## config.mk

```make
export PLATFORM = sky130hd
export DESIGN_NAME = keyed_entry_table_upsert_remove
export DESIGN_NICKNAME = d
export VERILOG_FILES = /design/src/rtl/ketur_pkg.sv /design/src/rtl/keyed_entry_table_upsert_remove.sv /design/src/rtl/ketur_ram.sv /design/src/rtl/ketur_ctrl.sv
export SDC_FILE = /design/constraint.sdc
export NUM_CORES = 1
export LEC_CHECK = 0
export BUFFER_PORTS_ARGS = -buffer_cell sky130_fd_sc_hd__clkbuf_2
export CAP_MARGIN = 20
export CORE_ASPECT_RATIO = 0.7
export CORE_UTILIZATION = 25
export CTS_CLUSTER_SIZE = 30
export DETAILED_ROUTE_END_ITERATION = 8
export GPL_ROUTABILITY_DRIVEN = 1
export PLACE_DENSITY = 0.39
export SYNTH_ARGS = -nofsm -noshare
export SYNTH_HDL_FRONTEND = slang
export SYNTH_HIERARCHICAL = 1
export SYNTH_SLANG_ARGS = --single-unit
export TNS_END_PERCENT = 100
```

## constraint.sdc

```tcl
create_clock -name clk -period 12.85 [get_ports clk]
set_input_delay 3.855 -clock clk [delete_from_list [all_inputs] [get_ports clk]]
set_output_delay 3.855 -clock clk [all_outputs]
set_load 0.1 [all_outputs]
```

## src/rtl/ketur_pkg.sv

```systemverilog
// ---------------------------------------------------------------------------
// Keyed entry table package
// Field widths, record and beat types, operation and status codes.
// ---------------------------------------------------------------------------
package ketur_pkg;

  localparam int KEY_W         = 16;
  localparam int FIELD_W       = 16;
  localparam int ENTRY_CNT_W   = 5;
  localparam int IN_DATA_W     = 80;
  localparam int OUT_DATA_W    = 8;
  localparam int DEF_TABLE_DEPTH = 16;

  typedef enum logic {
    MODE_UPSERT = 1'b0,
    MODE_REMOVE = 1'b1
  } mode_t;

  typedef enum logic [2:0] {
    ST_UPDATED   = 3'd0,
    ST_INSERTED  = 3'd1,
    ST_FULL      = 3'd2,
    ST_REMOVED   = 3'd3,
    ST_NOT_FOUND = 3'd4
  } status_t;

  typedef struct packed {
    logic signed [FIELD_W-1:0] hit_points;
    logic [FIELD_W-1:0]        heading;
    logic [FIELD_W-1:0]        pos_y;
    logic [FIELD_W-1:0]        pos_x;
  } rec_t;

  typedef struct packed {
    mode_t            mode;
    logic [KEY_W-1:0] key;
    rec_t             rec;
  } req_t;

  typedef struct packed {
    status_t                status;
    logic [ENTRY_CNT_W-1:0] entry_count;
  } resp_t;

endpackage

```

## src/rtl/keyed_entry_table_upsert_remove.sv

```systemverilog
// ---------------------------------------------------------------------------
// Keyed entry table with upsert and swap-remove
// Each input beat scans the stored keys, then acts (a remove hit adds a move
// step) and registers a result beat; no new input beat is taken until that
// result beat has been registered, so items are handled one at a time.
// Synchronous active-low reset empties the table at once; no clearing pass.
// ---------------------------------------------------------------------------
module keyed_entry_table_upsert_remove #(
  parameter int TABLE_DEPTH = ketur_pkg::DEF_TABLE_DEPTH
) (
  input  logic                            clk,
  input  logic                            rst_n,
  input  logic                            in_tvalid,
  output logic                            in_tready,
  // key, pos_x, pos_y, heading, hit_points
  input  logic [ketur_pkg::IN_DATA_W-1:0] in_tdata,
  // mode
  input  logic                            in_tuser,
  output logic                            out_tvalid,
  input  logic                            out_tready,
  // status, entry_count
  output logic [ketur_pkg::OUT_DATA_W-1:0] out_tdata
);
  import ketur_pkg::*;

  localparam int IDX_W = (TABLE_DEPTH > 1) ? $clog2(TABLE_DEPTH) : 1;

  req_t             req;
  resp_t            resp;
  logic             mem_we;
  logic [IDX_W-1:0] mem_waddr;
  logic             mem_re;
  logic [IDX_W-1:0] mem_raddr;
  logic [KEY_W-1:0] key_wdata;
  logic [KEY_W-1:0] key_rdata;
  rec_t             rec_wdata;
  rec_t             rec_rdata;

  assign req.mode           = mode_t'(in_tuser);
  assign req.key            = in_tdata[15:0];
  assign req.rec.pos_x      = in_tdata[31:16];
  assign req.rec.pos_y      = in_tdata[47:32];
  assign req.rec.heading    = in_tdata[63:48];
  assign req.rec.hit_points = in_tdata[79:64];

  assign out_tdata = {resp.entry_count, resp.status};

  ketur_ctrl #(
    .TABLE_DEPTH(TABLE_DEPTH),
    .IDX_W(IDX_W)
  ) u_ctrl (
    .clk(clk),
    .rst_n(rst_n),
    .in_valid(in_tvalid),
    .in_ready(in_tready),
    .req(req),
    .out_valid(out_tvalid),
    .out_ready(out_tready),
    .resp(resp),
    .mem_we(mem_we),
    .mem_waddr(mem_waddr),
    .mem_re(mem_re),
    .mem_raddr(mem_raddr),
    .key_wdata(key_wdata),
    .rec_wdata(rec_wdata),
    .key_rdata(key_rdata),
    .rec_rdata(rec_rdata)
  );

  ketur_ram #(
    .DEPTH(TABLE_DEPTH),
    .WIDTH(KEY_W),
    .ADDR_W(IDX_W)
  ) u_key_ram (
    .clk(clk),
    .we(mem_we),
    .waddr(mem_waddr),
    .wdata(key_wdata),
    .re(mem_re),
    .raddr(mem_raddr),
    .rdata(key_rdata)
  );

  ketur_ram #(
    .DEPTH(TABLE_DEPTH),
    .WIDTH($bits(rec_t)),
    .ADDR_W(IDX_W)
  ) u_rec_ram (
    .clk(clk),
    .we(mem_we),
    .waddr(mem_waddr),
    .wdata(rec_wdata),
    .re(mem_re),
    .raddr(mem_raddr),
    .rdata(rec_rdata)
  );

endmodule

```

## src/rtl/ketur_ram.sv

```systemverilog
// ---------------------------------------------------------------------------
// Keyed entry table storage memory
// One write port and one read port with registered read data.
// ---------------------------------------------------------------------------
module ketur_ram #(
  parameter int DEPTH = 16,
  parameter int WIDTH = 16,
  parameter int ADDR_W = (DEPTH > 1) ? $clog2(DEPTH) : 1
) (
  input  logic              clk,
  input  logic              we,
  input  logic [ADDR_W-1:0] waddr,
  input  logic [WIDTH-1:0]  wdata,
  input  logic              re,
  input  logic [ADDR_W-1:0] raddr,
  output logic [WIDTH-1:0]  rdata
);

  logic [WIDTH-1:0] mem [DEPTH];
  logic [WIDTH-1:0] rdata_r;

  always_ff @(posedge clk) begin
    if (we) begin
      mem[waddr] <= wdata;
    end
    if (re) begin
      rdata_r <= mem[raddr];
    end
  end

  assign rdata = rdata_r;

endmodule

```

## src/rtl/ketur_ctrl.sv

```systemverilog
// ---------------------------------------------------------------------------
// Keyed entry table sequencer
// Scans stored keys, then updates, appends or swap-removes at most one record.
// ---------------------------------------------------------------------------
module ketur_ctrl #(
  parameter int TABLE_DEPTH = 16,
  parameter int IDX_W = (TABLE_DEPTH > 1) ? $clog2(TABLE_DEPTH) : 1
) (
  input  logic                      clk,
  input  logic                      rst_n,
  input  logic                      in_valid,
  output logic                      in_ready,
  input  ketur_pkg::req_t           req,
  output logic                      out_valid,
  input  logic                      out_ready,
  output ketur_pkg::resp_t          resp,
  output logic                      mem_we,
  output logic [IDX_W-1:0]          mem_waddr,
  output logic                      mem_re,
  output logic [IDX_W-1:0]          mem_raddr,
  output logic [ketur_pkg::KEY_W-1:0] key_wdata,
  output ketur_pkg::rec_t           rec_wdata,
  input  logic [ketur_pkg::KEY_W-1:0] key_rdata,
  input  ketur_pkg::rec_t           rec_rdata
);
  import ketur_pkg::*;

  localparam int CNT_W = $clog2(TABLE_DEPTH + 1);
  localparam logic [CNT_W-1:0] ONE     = CNT_W'(1);
  localparam logic [CNT_W-1:0] DEPTH_C = CNT_W'(TABLE_DEPTH);

  typedef enum logic [2:0] {
    S_IDLE,
    S_SEARCH,
    S_ACT,
    S_MOVE,
    S_RESP
  } state_t;

  state_t           state_r;
  mode_t            mode_r;
  logic [KEY_W-1:0] key_r;
  rec_t             rec_r;
  logic [CNT_W-1:0] count_r;
  logic [CNT_W-1:0] rd_idx_r;
  logic [IDX_W-1:0] cmp_idx_r;
  logic             pend_r;
  logic             hit_r;
  status_t          status_r;
  logic             out_valid_r;
  resp_t            resp_r;

  logic             match;
  logic             scan_more;
  logic             has_room;
  logic [CNT_W-1:0] last_idx;
  logic [31:0]      count_wide;

  assign match      = pend_r && (key_rdata == key_r);
  assign scan_more  = rd_idx_r < count_r;
  assign has_room   = count_r < DEPTH_C;
  assign last_idx   = count_r - ONE;
  assign count_wide = 32'(count_r);

  always_comb begin
    mem_re    = 1'b0;
    mem_raddr = rd_idx_r[IDX_W-1:0];
    mem_we    = 1'b0;
    mem_waddr = cmp_idx_r;
    key_wdata = key_r;
    rec_wdata = rec_r;
    unique case (state_r)
      S_SEARCH: begin
        mem_re = !match && scan_more;
      end
      S_ACT: begin
        if (mode_r == MODE_UPSERT) begin
          if (hit_r) begin
            mem_we = 1'b1;
          end else if (has_room) begin
            mem_we    = 1'b1;
            mem_waddr = count_r[IDX_W-1:0];
          end
        end else if (hit_r) begin
          mem_re    = 1'b1;
          mem_raddr = last_idx[IDX_W-1:0];
        end
      end
      S_MOVE: begin
        mem_we    = 1'b1;
        key_wdata = key_rdata;
        rec_wdata = rec_rdata;
      end
      S_IDLE, S_RESP: begin
      end
    endcase
  end

  always_ff @(posedge clk) begin
    if (!rst_n) begin
      state_r     <= S_IDLE;
      out_valid_r <= 1'b0;
      count_r     <= '0;
      pend_r      <= 1'b0;
      hit_r       <= 1'b0;
    end else begin
      if (out_valid_r && out_ready && (state_r != S_RESP)) begin
        out_valid_r <= 1'b0;
      end
      unique case (state_r)
        S_IDLE: begin
          if (in_valid) begin
            mode_r   <= req.mode;
            key_r    <= req.key;
            rec_r    <= req.rec;
            rd_idx_r <= '0;
            pend_r   <= 1'b0;
            state_r  <= S_SEARCH;
          end
        end
        S_SEARCH: begin
          if (match) begin
            hit_r   <= 1'b1;
            pend_r  <= 1'b0;
            state_r <= S_ACT;
          end else if (scan_more) begin
            pend_r    <= 1'b1;
            cmp_idx_r <= rd_idx_r[IDX_W-1:0];
            rd_idx_r  <= rd_idx_r + ONE;
          end else begin
            hit_r   <= 1'b0;
            pend_r  <= 1'b0;
            state_r <= S_ACT;
          end
        end
        S_ACT: begin
          if (mode_r == MODE_UPSERT) begin
            state_r <= S_RESP;
            if (hit_r) begin
              status_r <= ST_UPDATED;
            end else if (has_room) begin
              status_r <= ST_INSERTED;
              count_r  <= count_r + ONE;
            end else begin
              status_r <= ST_FULL;
            end
          end else if (hit_r) begin
            state_r <= S_MOVE;
          end else begin
            status_r <= ST_NOT_FOUND;
            state_r  <= S_RESP;
          end
        end
        S_MOVE: begin
          count_r  <= last_idx;
          status_r <= ST_REMOVED;
          state_r  <= S_RESP;
        end
        S_RESP: begin
          if (!out_valid_r || out_ready) begin
            out_valid_r        <= 1'b1;
            resp_r.status      <= status_r;
            resp_r.entry_count <= count_wide[ENTRY_CNT_W-1:0];
            state_r            <= S_IDLE;
          end
        end
      endcase
    end
  end

  assign in_ready  = (state_r == S_IDLE);
  assign out_valid = out_valid_r;
  assign resp      = resp_r;

endmodule

```

==> results.json <==
{
  "worst_path_largest_cell_delay_ps": 510,
  "path_clk_slew_ps": 60,
  "p_leak_uw": 0.00468,
  "syn_area_sq_um": 12600,
  "clock_sinks": 320,
  "ant_nets": 0,
  "worstSetupPathType": "reg -> out",
  "layout_min_cycle_time_ps": 5680,
  "tritoncts.num_buffers": 35,
  "ir_drop_mv": 0.0665,
  "firstDrtPassIters": 5,
  "skew_ps": 10.4,
  "cp.arrival_ps": 1820,
  "r2r_cells": 7,
  "critPathRequiredTime_ps": 8990,
  "place_hpwl_microns": 18600,
  "rsz0062_at_grt": "no",
  "netlist_instances": 641,
  "drtIter0Drc": 524,
  "antenna_found_initial": 0,
  "status": "complete, no violations",
  "clk_latency_ps": 510,
  "syn2layout_area_growth_pct": 17.2,
  "period_share_pct": 44.2,
  "design_area_sq_um": 14800,
  "syn_nets": 733,
  "hold_viol_final": 0,
  "crit_buf_inv": 1,
  "hold_start": "u_ctrl/status_r[0]$_SDFFCE_PP1P_",
  "end_kind": "primary output",
  "worst_path_max_delay_cell": "clkbuf_2",
  "syn-mean-instance-area_sq_um": 19.7,
  "wl_per_cell_microns": 22.3,
  "place_area_sq_um": 13700,
  "first_global_vias": 6554,
  "ff2ff_setup_slack_ps": 8290,
  "power_density_nw_per_um2": 151,
  "cts_resized": 0,
  "num_vias": 6252,
  "post_cts_buffers": 0,
  "drt_wl_total_microns": 31200,
  "crit_chain": "nor3_1 > clkbuf_2",
  "grt_start_max_net_pins": 65,
  "die_x_microns": 271,
  "clk_path_buf_depth": 3,
  "path_max_fanout": 17,
  "holdPathEnd": "u_ctrl/resp[5]$_DFFE_PP_",
  "grt_usage_pct": 12.2,
  "grt_pass1_wl_microns": 45000,
  "ioPinCount": 95,
  "timing.slew.headroom_pct": 28.7,
  "drc": 0,
  "layout.nets": 799,
  "holdPathStages": 0,
  "coreArea_sq_um": 49600,
  "vias_per_cell": 4.48,
  "setup_viol_count_final": 0,
  "initial_core_util_pct": 25.5,
  "holdBufCountCts": 0,
  "timing.setup.tns_ps": 0,
  "grt_overflow": 0,
  "drive_above_1_share_pct": 26.9,
  "cts_tree": "done",
  "gp_congestion": 0.769,
  "maxCapViolCount": 0,
  "max_freq_mhz": 176,
  "antennaDiodeCount": 0,
  "portBuffers": 30,
  "die_h_microns": 190,
  "start_kind": "flip-flop",
  "r2r_end": "u_key_ram/rdata[11]$_DFFE_PP_",
  "dieArea_sq_um": 51500,
  "htreeDepth": 2,
  "hold_class": "reg -> reg",
  "maxSlewViolCount": 0,
  "r2r-start": "u_ctrl/state_r[1]$_SDFFE_PN0P_",
  "cts_root_buf": "clkbuf_16",
  "worst_slew_pin_slew_ps": 1070,
  "rows": 68,
  "synth_warnings": 6,
  "path_delay_family": "buffers and inverters"
}
[sequential cells by signal (all words and copies together), names as in the netlist]
signal	count
u_ctrl/status_r	3
u_ctrl/resp	8
u_ctrl/pend_r	1
u_ctrl/cmp_idx_r	4
u_key_ram/rdata	16
u_ctrl/out_valid	1
u_key_ram/mem	256
u_ctrl/rd_idx_r	5
u_ctrl/hit_r	1
u_ctrl/mode_r	1
u_ctrl/count_r	5
u_ctrl/key_r	16
u_ctrl/state_r	3
[where the power goes]
part / internal (uW) / leakage (uW) / switching (uW)
sequential: 1160 / 0.00288 / 9.52
clock: 542 / 0.000511 / 394
combinational: 49.7 / 0.00129 / 82.3
[through the flow]
step           cells  setup WS (ps)  power, uW  hold slack (ps)  utilization [%]
3_5_place_dp    1334           7180       1320              419             27.7
5_1_grt         1396           7090       2320              437             29.9
3_3_place_gp    1333           7260       1320              406             27.7
6_report        1396           7170       2240              432             29.9
4_1_cts         1395           7160       2270              432             29.8
2_1_floorplan    641           6460       1280              400                -
[how the worst max path moves through the flow]
stage	start	end	slack (ps)	cells after the start
floorplan	u_ctrl/state_r[1]$_SDFFE_PN0P_	in_tready	6460	2
global placement	rst_n	u_ctrl/rd_idx_r[4]$_SDFFCE_PN0P_	7260	4
detailed placement	rst_n	u_ctrl/rd_idx_r[4]$_SDFFCE_PN0P_	7180	4
CTS	u_ctrl/state_r[0]$_SDFFE_PN0P_	in_tready	7160	2
global route	u_ctrl/state_r[0]$_SDFFE_PN0P_	in_tready	7090	2
finish	u_ctrl/state_r[0]$_SDFFE_PN0P_	in_tready	7170	2
[metal layers]
| layer | vias to the layer above | routed length, microns | global-route usage [%] |
|---|---|---|---|
| met4 | 0 | 694 | 3.78 |
| met1 | 3316 | 14200 | 16.5 |
| met3 | 47 | 1450 | 2.51 |
| met5 | - | 0 | 0 |
| li1 | 2754 | - | - |
| met2 | 135 | 14800 | 19.8 |
[cell type report]
| type | instances | area (sq um) |
|---|---|---|
| fillers | 4825 | 34800 |
| flip-flops and latches | 320 | 9500 |
| multi-input cells | 285 | 3030 |
| clock buffers | 41 | 941 |
| well taps | 665 | 832 |
| repair buffers | 57 | 364 |
| clock inverters | 20 | 123 |
| inverters | 8 | 30.0 |
[layout by cell type, fill, tap and decap left out, types with 7 or more instances in the layout]
| cell type | n |
|---|---|
| clkinv_1 | 10 |
| edfxtp_1 | 309 |
| clkbuf_2 | 30 |
| mux2_2 | 16 |
| ha_1 | 7 |
| a22oi_1 | 33 |
| dfxtp_1 | 11 |
| inv_1 | 8 |
| nand2_1 | 32 |
| clkbuf_16 | 37 |
| xnor2_1 | 9 |
| nor2_1 | 19 |
| buf_4 | 25 |
| nand3_1 | 7 |
| mux4_1 | 10 |
| nor2_2 | 12 |
| xor2_1 | 16 |
| o21ai_0 | 13 |
| mux4_2 | 54 |
Power figures use the tool's default switching activity.
